### src/design/bpg_pkg.sv
// Package for the battery percentage gauge: breakpoint table, clamp constants
// and the segment helper functions. Used by battery_percent_gauge; no dependencies.
package bpg_pkg;

    typedef logic [7:0] gauge_pt_t;
    typedef logic [3:0] seg_idx_t;
    typedef logic [10:0] scaled_t;

    localparam int GAUGE_POINTS = 11;
    localparam logic [9:0] GAUGE_FLOOR = 10'd761;
    localparam logic [9:0] GAUGE_OFFSET = 10'd760;
    localparam logic [9:0] GAUGE_CEIL = 10'd240;
    localparam logic [3:0] GAUGE_STEP = 4'd10;

    localparam gauge_pt_t GAUGE_TABLE [GAUGE_POINTS] = '{
        8'd0, 8'd109, 8'd136, 8'd141, 8'd143, 8'd152,
        8'd164, 8'd179, 8'd196, 8'd214, 8'd240
    };

    // Width of a segment that ends at breakpoint seg (seg is 1 to 10).
    function automatic gauge_pt_t seg_span(input seg_idx_t seg);
        gauge_pt_t hi;
        gauge_pt_t lo;
        hi = GAUGE_TABLE[seg];
        lo = (seg == 4'd0) ? GAUGE_TABLE[0] : GAUGE_TABLE[seg - 4'd1];
        return gauge_pt_t'(hi - lo);
    endfunction

    // Step threshold k times the span of a segment; the quotient of
    // ten times the offset into the segment is the count of thresholds met.
    function automatic scaled_t seg_threshold(input seg_idx_t seg, input logic [3:0] k);
        return scaled_t'(k) * scaled_t'(seg_span(seg));
    endfunction

endpackage

### src/design/battery_percent_gauge.sv
// Battery percentage gauge: four-stage pipeline from reading to level.
// Throughput is one request per cycle while the output is not stalled; the stages
// are clamp, segment search, threshold compare and sum.
// A stalled output holds every valid stage in place without loss.
// Reset (rst_n, asynchronous) clears only the stage valid bits; no other state.
// Depends on bpg_pkg.
module battery_percent_gauge (
    input  logic       clk,
    input  logic       rst_n,
    input  logic       in_valid,
    output logic       in_ready,
    input  logic [9:0] battery_reading,
    input  logic       status_pin_high,
    input  logic       status_pin_low,
    input  logic       mode,
    output logic       out_valid,
    input  logic       out_ready,
    output logic [1:0] charge_state,
    output logic [9:0] level_value
);

    // Stage 1: clamped offset.
    logic                s1_vld_reg;
    logic [1:0]          s1_state_reg;
    logic                s1_mode_reg;
    logic [9:0]          s1_raw_reg;
    bpg_pkg::gauge_pt_t  s1_v_reg;
    bpg_pkg::gauge_pt_t  s1_v_next;

    // Stage 2: segment and offset into it.
    logic                s2_vld_reg;
    logic [1:0]          s2_state_reg;
    logic                s2_mode_reg;
    logic [9:0]          s2_raw_reg;
    bpg_pkg::seg_idx_t   s2_seg_reg;
    bpg_pkg::seg_idx_t   s2_seg_next;
    bpg_pkg::gauge_pt_t  s2_diff_reg;
    bpg_pkg::gauge_pt_t  s2_diff_next;

    // Stage 3: threshold hits.
    logic                s3_vld_reg;
    logic [1:0]          s3_state_reg;
    logic                s3_mode_reg;
    logic [9:0]          s3_raw_reg;
    bpg_pkg::seg_idx_t   s3_seg_reg;
    logic [9:0]          s3_ge_reg;
    logic [9:0]          s3_ge_next;

    // Output stage.
    logic                out_vld_reg;
    logic [1:0]          out_state_reg;
    logic [9:0]          out_level_reg;
    logic [9:0]          out_level_next;

    logic s1_load;
    logic s2_load;
    logic s3_load;
    logic out_load;

    assign out_load = !out_vld_reg || out_ready;
    assign s3_load  = !s3_vld_reg || out_load;
    assign s2_load  = !s2_vld_reg || s3_load;
    assign s1_load  = !s1_vld_reg || s2_load;
    assign in_ready = s1_load;

    always_comb
    begin
        logic [9:0] off;
        off = battery_reading - bpg_pkg::GAUGE_OFFSET;
        if (battery_reading < bpg_pkg::GAUGE_FLOOR)
        begin
            s1_v_next = 8'd1;
        end
        else if (off > bpg_pkg::GAUGE_CEIL)
        begin
            s1_v_next = bpg_pkg::gauge_pt_t'(bpg_pkg::GAUGE_CEIL);
        end
        else
        begin
            s1_v_next = off[7:0];
        end
    end

    // The table rises, so the segment is one plus the count of inner points
    // that the offset lies above.
    always_comb
    begin
        bpg_pkg::seg_idx_t seg;
        seg = 4'd1;
        for (int j = 1; j < bpg_pkg::GAUGE_POINTS - 1; j++)
        begin
            if (s1_v_reg > bpg_pkg::GAUGE_TABLE[j])
            begin
                seg = seg + 4'd1;
            end
        end
        s2_seg_next  = seg;
        s2_diff_next = bpg_pkg::gauge_pt_t'(s1_v_reg - bpg_pkg::GAUGE_TABLE[seg - 4'd1]);
    end

    always_comb
    begin
        bpg_pkg::scaled_t scaled;
        scaled = bpg_pkg::scaled_t'(s2_diff_reg) * bpg_pkg::scaled_t'(bpg_pkg::GAUGE_STEP);
        for (int k = 0; k < 10; k++)
        begin
            s3_ge_next[k] = scaled >= bpg_pkg::seg_threshold(s2_seg_reg, 4'(k + 1));
        end
    end

    always_comb
    begin
        logic [6:0] pct;
        pct = 7'(s3_seg_reg - 4'd1) * 7'(bpg_pkg::GAUGE_STEP);
        for (int k = 0; k < 10; k++)
        begin
            pct = pct + 7'(s3_ge_reg[k]);
        end
        out_level_next = s3_mode_reg ? s3_raw_reg : 10'(pct);
    end

    always_ff @(posedge clk or negedge rst_n)
    begin
        if (!rst_n)
        begin
            s1_vld_reg  <= 1'b0;
            s2_vld_reg  <= 1'b0;
            s3_vld_reg  <= 1'b0;
            out_vld_reg <= 1'b0;
        end
        else
        begin
            if (s1_load)
            begin
                s1_vld_reg <= in_valid;
            end
            if (s2_load)
            begin
                s2_vld_reg <= s1_vld_reg;
            end
            if (s3_load)
            begin
                s3_vld_reg <= s2_vld_reg;
            end
            if (out_load)
            begin
                out_vld_reg <= s3_vld_reg;
            end
        end
    end

    always_ff @(posedge clk)
    begin
        if (s1_load && in_valid)
        begin
            s1_state_reg <= {status_pin_high, status_pin_low};
            s1_mode_reg  <= mode;
            s1_raw_reg   <= battery_reading;
            s1_v_reg     <= s1_v_next;
        end
        if (s2_load && s1_vld_reg)
        begin
            s2_state_reg <= s1_state_reg;
            s2_mode_reg  <= s1_mode_reg;
            s2_raw_reg   <= s1_raw_reg;
            s2_seg_reg   <= s2_seg_next;
            s2_diff_reg  <= s2_diff_next;
        end
        if (s3_load && s2_vld_reg)
        begin
            s3_state_reg <= s2_state_reg;
            s3_mode_reg  <= s2_mode_reg;
            s3_raw_reg   <= s2_raw_reg;
            s3_seg_reg   <= s2_seg_reg;
            s3_ge_reg    <= s3_ge_next;
        end
        if (out_load && s3_vld_reg)
        begin
            out_state_reg <= s3_state_reg;
            out_level_reg <= out_level_next;
        end
    end

    assign out_valid    = out_vld_reg;
    assign charge_state = out_state_reg;
    assign level_value  = out_level_reg;

endmodule

### config.mk
export PLATFORM = sky130hd
export DESIGN_NAME = battery_percent_gauge
export DESIGN_NICKNAME = d
export VERILOG_FILES = /design/src/design/bpg_pkg.sv /design/src/design/battery_percent_gauge.sv
export SDC_FILE = /design/constraint.sdc
export NUM_CORES = 1
export LEC_CHECK = 0
export ABC_CLOCK_PERIOD_IN_PS = 18200
export BUFFER_PORTS_ARGS = -buffer_cell sky130_fd_sc_hd__buf_4
export CAP_MARGIN = 40
export CORE_UTILIZATION = 45
export CTS_CLUSTER_SIZE = 10
export DETAILED_ROUTE_END_ITERATION = 10
export PLACE_DENSITY = 0.66
export REMOVE_ABC_BUFFERS = 1
export SYNTH_ARGS = -nofsm -noshare
export SYNTH_HDL_FRONTEND = slang
export SYNTH_SLANG_ARGS = --single-unit
### constraint.sdc
create_clock -name clk -period 18.2 [get_ports clk]
set_input_delay 2.73 -clock clk [delete_from_list [all_inputs] [get_ports clk]]
set_output_delay 2.73 -clock clk [all_outputs]
set_load 0.02 [all_outputs]
# --- Yosys cells after proc, flatten, opt, wreduce, memory -nomap -nowiden ---
# Memory sizes are Yosys's and may differ from the RTL's.
# Cells that the tools add are included.
classes:
  n_mux: 18
  order_cmp: 24
  n_mul: 8
  n_bitwise: 3
  n_reduce_logical: 14
  n_addsub: 24
op_table:
  columns: ["operator", "count"]
  rows:
  - ["7-bit by 1-bit adder with 7-bit output", 10]
  - ["11-bit greater-or-equal comparator", 6]
  - ["8-bit greater-than comparator, second input constant", 8]
  - ["8-bit 2-to-1 mux", 8]
  - ["4-bit by 1-bit adder with 4-bit output, second input constant", 8]
  - ["4-bit 2-to-1 mux", 8]
  - ["11-bit by 10-bit greater-or-equal comparator with 1-bit output", 2]
  - ["3-bit by 8-bit multiplier with 11-bit output, first input constant", 2]
  - ["2-bit by 8-bit multiplier with 10-bit output, first input constant", 2]
  - ["8-bit subtractor", 2]
  - ["5-bit greater-or-equal comparator, second input constant", 3]
  - ["4-bit inverter with 5-bit output", 3]
  - ["11-bit by 8-bit greater-or-equal comparator with 1-bit output", 1]
  - ["11-bit by 9-bit greater-or-equal comparator with 1-bit output", 1]
  - ["4-bit by 8-bit multiplier with 11-bit output, first input constant", 1]
  - ["10-bit by 8-bit greater-than comparator with 1-bit output, second input constant", 1]
  - ["10-bit < comparator, second input constant", 1]
  - ["3-bit by 8-bit multiplier with 10-bit output, first input constant", 1]
  - ["8-bit by 3-bit multiplier with 10-bit output, second input constant", 1]
  - ["10-bit subtractor, second input constant", 1]
  - ["8-bit by 7-bit greater-than comparator with 1-bit output, second input constant", 1]
  - ["4-bit by 1-bit subtractor with 4-bit output, second input constant", 2]
  - ["7-bit by 3-bit multiplier with 6-bit output, second input constant", 1]
  - ["7-bit 2-to-1 mux", 1]
  - ["other kinds (7)", 16]
word_totals:
  output_inout_bits: 14
  regBits: 89
  inputBits: 17
  wordCells: 116
  mem_bits_ro: 384
  memories: 3
memory_table:
  columns: ["memory", "words", "word_bits", "rd", "rd_ports_with_merged_regs", "wr", "line_no", "rtl"]
  rows:
  - ["(no name shown)", 16, 8, 1, 0, 0, "bpg_pkg.sv:24", "hi = GAUGE_TABLE[seg];"]
  - ["(no name shown)", 16, 8, 1, 0, 0, "bpg_pkg.sv:25", "lo = (seg == 4'd0) ? GAUGE_TABLE[0] : GAUGE_TABLE[seg - 4'd1];"]
  - ["(no name shown)", 16, 8, 1, 0, 0, "battery_percent_gauge.sv:98", "s2_diff_next = bpg_pkg::gauge_pt_t'(s1_v_reg - bpg_pkg::GAUGE_TABLE[seg - 4'd1]);"]

# --- Logic depth before layout (Yosys ltp) ---
# Gate-level depths: netlist of run 1.
logic_depth:
  ltp_word: 24
  mapped_depth: 36
  ltp_nobuf: 34

# --- Least setup slack after synthesis of run 1 ---
# No wires, ideal clock.
synth_path:
  kind: "register to register"
  from: "reg s1_v_reg[1]"
  to: "reg s2_diff_reg[7], data pin"
  n_path_buf: 2
  path_stages_with_launch: 34
  synth_period_minus_slack_ps: 7101
  arrival_ps: 6841
  path_slack_ps: 11099
  required_ps: 17940
  setup_time_ps: 260
  path_cell_list: "edfxtp_1 -> buf_2 -> or3_1 -> a21o_1 -> nand2_1 -> ha_1 -> clkbuf_1 -> xnor2_1 -> ha_1 -> o311ai_0 -> ha_1 -> a221o_1 -> a22o_1 -> ha_1 -> nand2_1 -> o21ai_0 -> xnor2_1 -> a21oi_1 -> inv_1 -> ha_1 -> inv_1 -> xnor2_1 -> nand2_1 -> o32ai_1 -> a221oi_1 -> ha_1 -> a21oi_1 -> o21ai_0 -> a21oi_1 -> o21bai_1 -> a21o_1 -> a21oi_1 -> xor2_1 -> xnor2_1"
synth_between:
  elab_chain_cells: 24
  elab_cells_between_ends: 32
  cone_classes: "add/sub (10); order compare (9); mux (11); bitwise (1); memory (1)"
synth_rtl:
  columns: ["item", "line_no", "rtl"]
  rows:
  - ["start, declared", "battery_percent_gauge.sv:27", "bpg_pkg::gauge_pt_t s1_v_reg;"]
  - ["start signal, assigned", "battery_percent_gauge.sv:159", "s1_v_reg <= s1_v_next;"]
  - ["8-bit by 7-bit greater-than comparator with 1-bit output", "battery_percent_gauge.sv:92", "if (s1_v_reg > bpg_pkg::GAUGE_TABLE[j])"]
  - ["2-bit 2-to-1 mux", "battery_percent_gauge.sv:92", null]
  - ["4-bit by 1-bit adder with 4-bit output", "battery_percent_gauge.sv:94", "seg = seg + 4'd1;"]
  - ["4-bit 2-to-1 mux", "battery_percent_gauge.sv:92", null]
  - ["4-bit by 1-bit adder with 4-bit output", "battery_percent_gauge.sv:94", null]
  - ["4-bit 2-to-1 mux", "battery_percent_gauge.sv:92", null]
  - ["4-bit by 1-bit adder with 4-bit output", "battery_percent_gauge.sv:94", null]
  - ["4-bit 2-to-1 mux", "battery_percent_gauge.sv:92", null]
  - ["[... 9 more ...]", null, null]
  - ["4-bit 2-to-1 mux *", "battery_percent_gauge.sv:92", null]
  - ["via s2_seg_next[1]", "battery_percent_gauge.sv:36", "bpg_pkg::seg_idx_t s2_seg_next;"]
  - ["4-bit by 1-bit subtractor with 4-bit output *", "battery_percent_gauge.sv:98", null]
  - ["4-bit inverter with 5-bit output (not written as such) *", "battery_percent_gauge.sv:98", null]
  - ["memory 16 x 8 bit *", null, null]
  - ["8-bit 2-to-1 mux (not written as such) * (2 in series)", "battery_percent_gauge.sv:98", null]
  - ["8-bit subtractor *", "battery_percent_gauge.sv:98", null]
  - ["via s2_diff_next[7]", "battery_percent_gauge.sv:38", "bpg_pkg::gauge_pt_t s2_diff_next;"]
  - ["end signal, assigned", "battery_percent_gauge.sv:167", "s2_diff_reg <= s2_diff_next;"]
  - ["end, declared", "battery_percent_gauge.sv:37", "bpg_pkg::gauge_pt_t s2_diff_reg;"]
# The timed path passes the listed nets; every way through them passes the cells marked *. The select of a mux whose other input is x is not followed.
# A chain may end at the register's enable or synchronous reset.

# --- Final worst setup path of run 1 ---
layout_path:
  from: "reg s1_v_reg[4]"
  to: "reg s2_diff_reg[7], data pin"
# Same word-level chain as after synthesis.

==> metrics, run 1 <==
area of the mapped netlist=9032 sq um; PostCTS Resize Cnt=0; initial antenna violation count=0; warnings from Yosys=0; ratio of cells with drive above 1 in the final layout=8.936%; CP most frequent cell=ha_1; clk sinks=89; 1st-pass router iterations=4; IO buf count=30; clk_lat worst skew=0.34 ns; GRT Overall Usage=17.04%; Pins Over Slew Limit=0; cell with the most instances after synthesis=ha_1; largest net degree at the start of global routing=28; kind of critical path=reg2reg; min Tclk post-route=7.744 ns; # Max-Cap Violations=0; grt total ovfl=0; CP max stage delay=0.61 ns; routed wire length=16.94 mm; Core Area=19,590 sq um; Chip Width=143.7 microns; Yosys top cell area share=28.26%; Iter 0 DRT Violations=327; status=completed; Avg Inst Size Synth=10.07 sq um; die area=20,640 sq um; Synth area leader=edfxtp_1; crit path capture type=register; synthesis-to-layout area growth=9.752%; WP data arrival=7.82 ns; number of synthesized register bits=89; Antenna Diode Count=0; EDFF count, synth=85; Synth Instances=897; IO Count=31; vias in the first global route=5,882; Initial Util=46.11%; die height=143.7 microns; Max-slew headroom=37.29%; critical path's slowest cell=edfxtp_1; TNS Setup=0 ns; Root Driver=clkbuf_16; total of fill cells in the finished design=1,765; CTS tree=yes; multi-input logic area=5941 sq um; crit start category=register; CP max FO=13; post-CTS setup buffer count=0; R2R cell count=31; Synth area leaders=edfxtp_1 28%, ha_1 24%, a21o_1 4.8%; register area=2653 sq um; Yosys cell types=75; fraction of the yosys area taken by sequential cells=29.37%; WL per Instance=14.06 microns; number of core rows=51; Critical path destination=s2_diff_reg[7]; Worst Path Required=18.28 ns; dpl hpwl=13.29 mm; clock buffer depth=2; top cells by count, synth=174 x ha_1, 91 x inv_1, 85 x edfxtp_1, 63 x a21oi_1, 58 x a21o_1; gpl congestion=0.8765; Worst-Margin Slew=0.9374 ns; RSZ-0062 raised after global routing=false; first-pass GRT wire length=28.10 mm; number of remaining DRC errors=0; HP Class=reg2reg; Final setup violation count=0; top_reg_cell synth=edfxtp_1; Final Cycle Share=42.55%; crit path from=s1_v_reg[4]; DR vias/cell=5.239; R2R Setup Slk=10.46 ns; htree depth=3; Final Hold Fails=0; fmax=129.1 MHz; FFs w/ async S/R, synth=4.494%; clock slew at reported path FFs=0.07 ns; final net count=1,147; Final ANT Viol Nets=0; Num CTS Buffers=9; Reg-to-Reg End=s2_diff_reg[7]; count of hold-fix buffers inserted at cts=0; clock skew=0.01130 ns; DR vias=6,313; R2R Path Start=s1_v_reg[4]
==> through the flow <==
| stage | instances | util, % | hold slack (ns) | area (sq um) | setup WS (ns) |
|---|---|---|---|---|---|
| 5_1_grt | 1205 | 50.60 | 0.4139 | 9913 | 9.796 |
| 2_1_floorplan | 881 | - | 0.4003 | 8947 | 11.22 |
| 4_1_cts | 1205 | 50.60 | 0.4133 | 9913 | 10.46 |
| 3_3_place_gp | 1183 | 48.78 | 0.4012 | 9557 | 10.69 |
| 6_report | 1205 | 50.60 | 0.4129 | 9913 | 10.46 |
| 3_5_place_dp | 1189 | 49.09 | 0.4045 | 9617 | 10.52 |
==> cells by family (layout without fill, tap and decap cells) <==
kind of cell             Yosys count  in the layout  synth area share [%]
AO/OA/AOI/OAI                    233            233                 17.20
adder cells (fa/ha/maj)          195            195                 28.76
AND/OR/NAND/NOR                  187            187                 10.62
buffers and inverters            109            152                 4.862
flip-flops                        89             89                 29.37
XOR/XNOR                          74             74                 8.034
multiplexers                      10             10                 1.150
==> layout make-up <==
class                      instances  share of cell area [%]
clock buffer                       9                   2.272
clock inverter                     7                  0.7194
inverter                          93                   3.572
multi-input combinational        699                   59.93
sequential                        89                   26.76
tap                              265                   3.345
timing repair buffer              43                   3.408
==> metal layers <==
layer | share of wire, % | vias to the layer above | global-route usage (%)
li1 | - | 3302 | -
met2 | 45 | 80 | 27.54
met5 | 0 | - | 0
met1 | 51 | 2915 | 24.44
met3 | 2.4 | 16 | 2.066
met4 | 0.88 | 0 | 3.303
==> how the worst min path moves through the flow <==
stage	from	cells after the start	end
floorplan	s3_state_reg[0]	0	charge_state[0]
global placement	s2_state_reg[1]	0	s3_state_reg[1]
detailed placement	s1_raw_reg[8]	0	s2_raw_reg[8]
CTS	s1_raw_reg[6]	0	s2_raw_reg[6]
global route	s1_raw_reg[6]	0	s2_raw_reg[6]
finish	s1_raw_reg[6]	0	s2_raw_reg[6]
==> placed cells by master, fill, tap and decap left out, types with 16 or more instances in the layout <==
master / n
fa_1: 21
buf_4: 41
a21o_1: 58
nand2_1: 47
nor2b_1: 17
nand3_1: 23
ha_1: 174
nor2_1: 37
inv_1: 91
xor2_1: 28
o21ai_0: 39
edfxtp_1: 85
a21oi_1: 63
o21bai_1: 16
xnor2_1: 39
==> critical path, delay by kind of cell, from the launching register on <==
family	cells	cell delay [ns]
AO/OA/AOI/OAI	14	3.11
XOR/XNOR	5	0.71
buffers and inverters	2	0.29
flip-flops	1	0.61
AND/OR/NAND/NOR	4	0.70
adder cells (fa/ha/maj)	6	2.05
Power of run 1 is not shown: default switching activity piles up to over one toggle a cycle in this logic, so the estimate is an artifact.
==> run 2: changes to the inputs <==
- ABC_CLOCK_PERIOD_IN_PS: 18200 -> 7500
- clock period: 18.2 -> 7.5 ns (I/O delays scaled with it)
==> metrics, run 2 (synthesis results as in run 1) <==
number of remaining DRC errors=0 (unchanged); DR vias=6,405 (+1.5%); R2R Setup Slk=0.40 ns (-10.06 ns); Final Hold Fails=0 (unchanged); initial antenna violation count=0 (unchanged); # Max-Cap Violations=0 (unchanged); kind of critical path=reg2reg; GRT Overall Usage=17.87% (+0.83 points); vias in the first global route=6,143 (+4.4%); final net count=1,158 (+0.96%); Initial Util=46.11% (unchanged); Root Driver=clkbuf_16; DR vias/cell=5.267 (+0.54%); grt total ovfl=0 (unchanged); die area=20,640 sq um (unchanged); IO Count=31 (unchanged); gpl congestion=0.8520 (-2.8%); clk sinks=89 (unchanged); first-pass GRT wire length=29.50 mm (+5.0%); 1st-pass router iterations=5 (+1); R2R cell count=32 (+3.2%); Final Cycle Share=94.72% (+52 points); Chip Width=143.7 microns (unchanged); Reg-to-Reg End=s2_diff_reg[7]; critical path's slowest cell=edfxtp_1; clock slew at reported path FFs=0.07 ns (about the same); Core Area=19,590 sq um (unchanged); CP most frequent cell=ha_1; htree depth=3 (unchanged); IO buf count=30 (unchanged); clock skew=0.01007 ns (-0.001230 ns); min Tclk post-route=7.104 ns (-0.6398 ns); crit path from=s1_v_reg[2]; Num CTS Buffers=9 (unchanged); fmax=140.8 MHz (+9.0%); crit start category=register; CP max stage delay=0.48 ns (-0.13 ns); die height=143.7 microns (unchanged); WL per Instance=14.39 microns (+2.4%); Pins Over Slew Limit=0 (unchanged); Antenna Diode Count=0 (unchanged); Critical path destination=s2_diff_reg[7]; dpl hpwl=13.77 mm (+3.6%); largest net degree at the start of global routing=21 (-25%); clk_lat worst skew=0.35 ns (about the same); Worst Path Required=7.58 ns (-10.70 ns); commonest non-fill, non-tap cell in the layout=ha_1; R2R Path Start=s1_v_reg[2]; Iter 0 DRT Violations=324 (-0.92%); count of hold-fix buffers inserted at cts=0 (unchanged); routed wire length=17.50 mm (+3.3%); HP Class=reg2reg; ratio of cells with drive above 1 in the final layout=10.20% (+1.3 points); number of core rows=51 (unchanged); worst hold margin=0.4164 ns (+0.003460 ns); status=completed; crit path capture type=register; synthesis-to-layout area growth=11.12%; CTS tree=yes; Worst-Margin Slew=0.7559 ns (-0.1815 ns); clock buffer depth=2 (unchanged); WP data arrival=7.19 ns (-0.63 ns); Final ANT Viol Nets=0 (unchanged); most frequent cells in the layout=174 x ha_1, 91 x inv_1, 85 x edfxtp_1, 62 x a21oi_1, 58 x a21o_1; Final setup violation count=0 (unchanged); Max-slew headroom=49.24% (+12 points); CP max FO=9 (-4)
## run 2: cell types whose count changed in the layout (fill, tap and decap cells not counted), sizes merged
cell  change
buf      +11
## run 2: per-stage QoR
stage / instance area, sq um / util (%) / TNS [ns] / setup WS [ns] / cells
6_report: 10040 / 51.24 / 0 / 0.3956 / 1216
5_1_grt: 10040 / 51.24 / -0.01367 / -0.01367 / 1216
4_1_cts: 10000 / 51.05 / 0 / 0.09395 / 1214
3_5_place_dp: 9704 / 49.54 / 0 / 0.1789 / 1198
3_3_place_gp: 9617 / 49.09 / 0 / 0.2809 / 1191
2_1_floorplan: 8947 / - / 0 / 0.5167 / 881
## run 2: cell type report
type / instances / area [sq um]
flip-flops and latches: 89 / 2653
inverters: 93 / 354.1
multi-input cells: 699 / 5962
fillers: 1782 / 9553
well taps: 265 / 331.6
clock inverters: 7 / 71.32
clock buffers: 9 / 225.2
repair buffers: 54 / 440.4
## run 2: critical path: cells and delay by family (launching register included)
kind / cells / cell delay [ns]
buffers and inverters: 3 / 0.44
adder cells (fa/ha/maj): 6 / 1.86
AO/OA/AOI/OAI: 14 / 2.73
flip-flops: 1 / 0.48
XOR/XNOR: 5 / 0.72
AND/OR/NAND/NOR: 4 / 0.60
## run 2: worst min path at each step
stage | startpoint | to | slack [ns] | depth (start not counted)
after floorplan | s3_state_reg[0] | charge_state[0] | 0.40 | 0
after global placement | s3_state_reg[1] | charge_state[1] | 0.40 | 0
after detailed placement | s2_mode_reg | s3_mode_reg | 0.40 | 0
after CTS | s2_raw_reg[4] | s3_raw_reg[4] | 0.42 | 0
after global routing | s2_raw_reg[4] | s3_raw_reg[4] | 0.42 | 0
final | s2_raw_reg[4] | s3_raw_reg[4] | 0.42 | 0
## run 2: timing repair
action                                  CTS  global route
gates resized for setup                   0             3
endpoints found under the setup margin    0             1
buffers inserted                          0             2
## run 2: per-layer routing
metal  vias up  share of wire [%]  global-route usage, %
met3        14                2.2                  2.133
met1      2993                 50                  25.60
met5         -                  0                      0
met4         0               0.80                  3.303
met2        72                 47                  29.00
li1       3326                  -                      -
Power of run 2 is left out for the same reason.
==> run 3: changes to the inputs <==
- ABC_AREA: default -> 1
==> metrics, run 3 <==
Core Area=19,530 sq um (-0.33%); largest net degree at the start of global routing=24 (+14%); first-pass GRT wire length=29.89 mm (+1.3%); 1st-pass router iterations=5 (unchanged); CP most frequent cell=nand3_1; compound-gate portion of the synthesized area=10.44% (-6.8 points); vias in the first global route=6,568 (+6.9%); commonest non-fill, non-tap cell in the layout=ha_1; Final Cycle Share=92.33% (-2.4 points); number of core rows=51 (unchanged); synthesis-to-layout area growth=11.56%; fraction of the yosys area taken by sequential cells=29.43% (+0.065 points); kind of critical path=reg2reg; critical path's slowest cell=edfxtp_1; Root Driver=clkbuf_16; clock buffer depth=2 (unchanged); # Max-Cap Violations=0 (unchanged); min Tclk post-route=6.925 ns (-0.1796 ns); Chip Width=143.5 microns (-0.11%); number of remaining DRC errors=0 (unchanged); ratio of cells with drive above 1 in the final layout=11.79% (+1.6 points); adder-cell share of the synthesized area=28.82% (+0.064 points); Worst Path Required=7.59 ns (about the same); routed wire length=17.13 mm (-2.1%); CP max stage delay=0.39 ns (-0.09 ns); Iter 0 DRT Violations=335 (+3.4%); Yosys top cell area share=28.32% (+0.063 points); CP max FO=5 (-4); WL per Instance=12.60 microns (-12%); DR vias/cell=4.958 (-5.9%); initial antenna violation count=0 (unchanged); dpl hpwl=14.10 mm (+2.4%); die area=20,600 sq um (-0.22%); Pins Over Slew Limit=0 (unchanged); Synth Area in XOR/XNOR=4.470% (-3.6 points); Synth area leaders=edfxtp_1 28%, ha_1 24%, inv_1 7.2%; fin cells=1,359 (+12%); Avg Inst Size Synth=8.724 sq um (-13%); DR vias=6,738 (+5.2%); EDFF count, synth=85 (unchanged); Initial Util=46.16% (+0.048 points); die height=143.5 microns (-0.11%); Max-slew headroom=53.34% (+4.1 points); Worst-Margin Slew=0.6951 ns (-0.06079 ns); CTS tree=yes; IO Count=31 (unchanged); clk sinks=89 (unchanged); GRT Overall Usage=18.07% (+0.20 points); status=completed; Antenna Diode Count=0 (unchanged); top cells by count, synth=174 x ha_1, 172 x inv_1, 163 x nand2_1, 85 x edfxtp_1, 78 x a21oi_1; grt total ovfl=0 (unchanged); largest family of logic cells by synthesized area=adder cells; Yosys cell types=46 (-39%); IO buf count=30 (unchanged); area of the mapped netlist=9012 sq um (-0.22%); number of synthesized register bits=89 (unchanged); Final setup violation count=0 (unchanged); clock skew=0.01059 ns (+0.0005208 ns); fmax=144.4 MHz (+2.6%); mux cell area share after synthesis=0% (-1.1 points); Synth Instances=1,033 (+15%); gpl congestion=0.8610 (+1.1%); crit path capture type=register; top_reg_cell synth=edfxtp_1; DP Cell Count=1,335 (+11%); HP Class=reg2reg; cell with the most instances after synthesis=ha_1; final net count=1,301 (+12%); Synth area leader=edfxtp_1; crit start category=register; Post-Synth Simple-Gate Area=19.06% (+8.4 points); warnings from Yosys=0 (unchanged); WP data arrival=7.02 ns (-0.17 ns); most frequent cells in the layout=174 x ha_1, 171 x inv_1, 162 x nand2_1, 85 x edfxtp_1, 76 x a21oi_1; count of hold-fix buffers inserted at cts=0 (unchanged); Final ANT Viol Nets=0 (unchanged); FFs w/ async S/R, synth=4.494% (unchanged); clock slew at reported path FFs=0.06 ns (about the same); htree depth=3 (unchanged); Final Hold Fails=0 (unchanged); clk_lat worst skew=0.34 ns (about the same); Num CTS Buffers=9 (unchanged)
==> run 3: area by class of cell <==
cell class,count,area (sq um)
Tap cell,265,331.6
Inverter,181,681.9
Sequential cell,89,2653
Clock buffer,9,225.2
Clock inverter,7,85.08
Timing Repair Buffer,48,400.4
Fill cell,1830,9472
Multi-Input combinational cell,760,5678
==> run 3: repair_timing <==
action                                  CTS  global route
buffers inserted                          0             8
resized for setup                         0             7
endpoints found under the setup margin    0             1
==> run 3: path summary, 6_finish.rpt <==
check / startpoint / end / slack, ns / cells past startpoint
min in group asynchronous: rst_n / out_valid / 0.57 / 1
max reg2reg: s1_v_reg[4] / s2_diff_reg[7] / 0.58 / 49
max in group asynchronous: rst_n / s1_vld_reg / 6.83 / 1
min reg2reg: s1_raw_reg[3] / s2_raw_reg[3] / 0.42 / 0
min: s1_raw_reg[3] / s2_raw_reg[3] / 0.42 / 0
max: s1_v_reg[4] / s2_diff_reg[7] / 0.58 / 49
==> run 3: layer usage <==
layer | global-route usage (%) | routed length, microns | part of all wire, % | vias up
met1 | 23.92 | 8410 | 49 | 3043
met4 | 3.415 | 162 | 0.95 | 0
met5 | 0 | 0 | 0 | -
li1 | - | - | - | 3613
met3 | 1.899 | 308 | 1.8 | 13
met2 | 31.89 | 8249 | 48 | 69
==> run 3: critical path: cells and delay by family (launching register included) <==
family | cells | cell delay, ns
flops | 1 | 0.39
xor+xnor | 1 | 0.14
simple gates | 26 | 2.85
fa+ha+maj | 7 | 1.82
buf+inv | 8 | 0.58
compound gates | 7 | 0.89
==> run 3: logic make-up after synthesis <==
logic type,Yosys count
xor gates and xnor gates,46
AOI/OAI and AO/OA,165
adders and majority gates,195
and+or+nand+nor,354
buffers and inverters,184
DFF,89
==> run 3: through the flow <==
| stage | utilization, % | hold slack (ns) | area (sq um) | setup TNS [ns] | worst slack [ns] |
|---|---|---|---|---|---|
| 2_1_floorplan | - | 0.4003 | 8994 | 0 | 0.8671 |
| 3_3_place_gp | 49.18 | 0.4029 | 9603 | 0 | 0.4874 |
| 3_5_place_dp | 49.50 | 0.4045 | 9666 | 0 | 0.2776 |
| 4_1_cts | 51.09 | 0.4175 | 9976 | 0 | 0.2720 |
| 5_1_grt | 51.49 | 0.4215 | 10050 | -0.01356 | -0.01356 |
| 6_report | 51.49 | 0.4171 | 10050 | 0 | 0.5752 |
Power of run 3 is left out for the same reason.
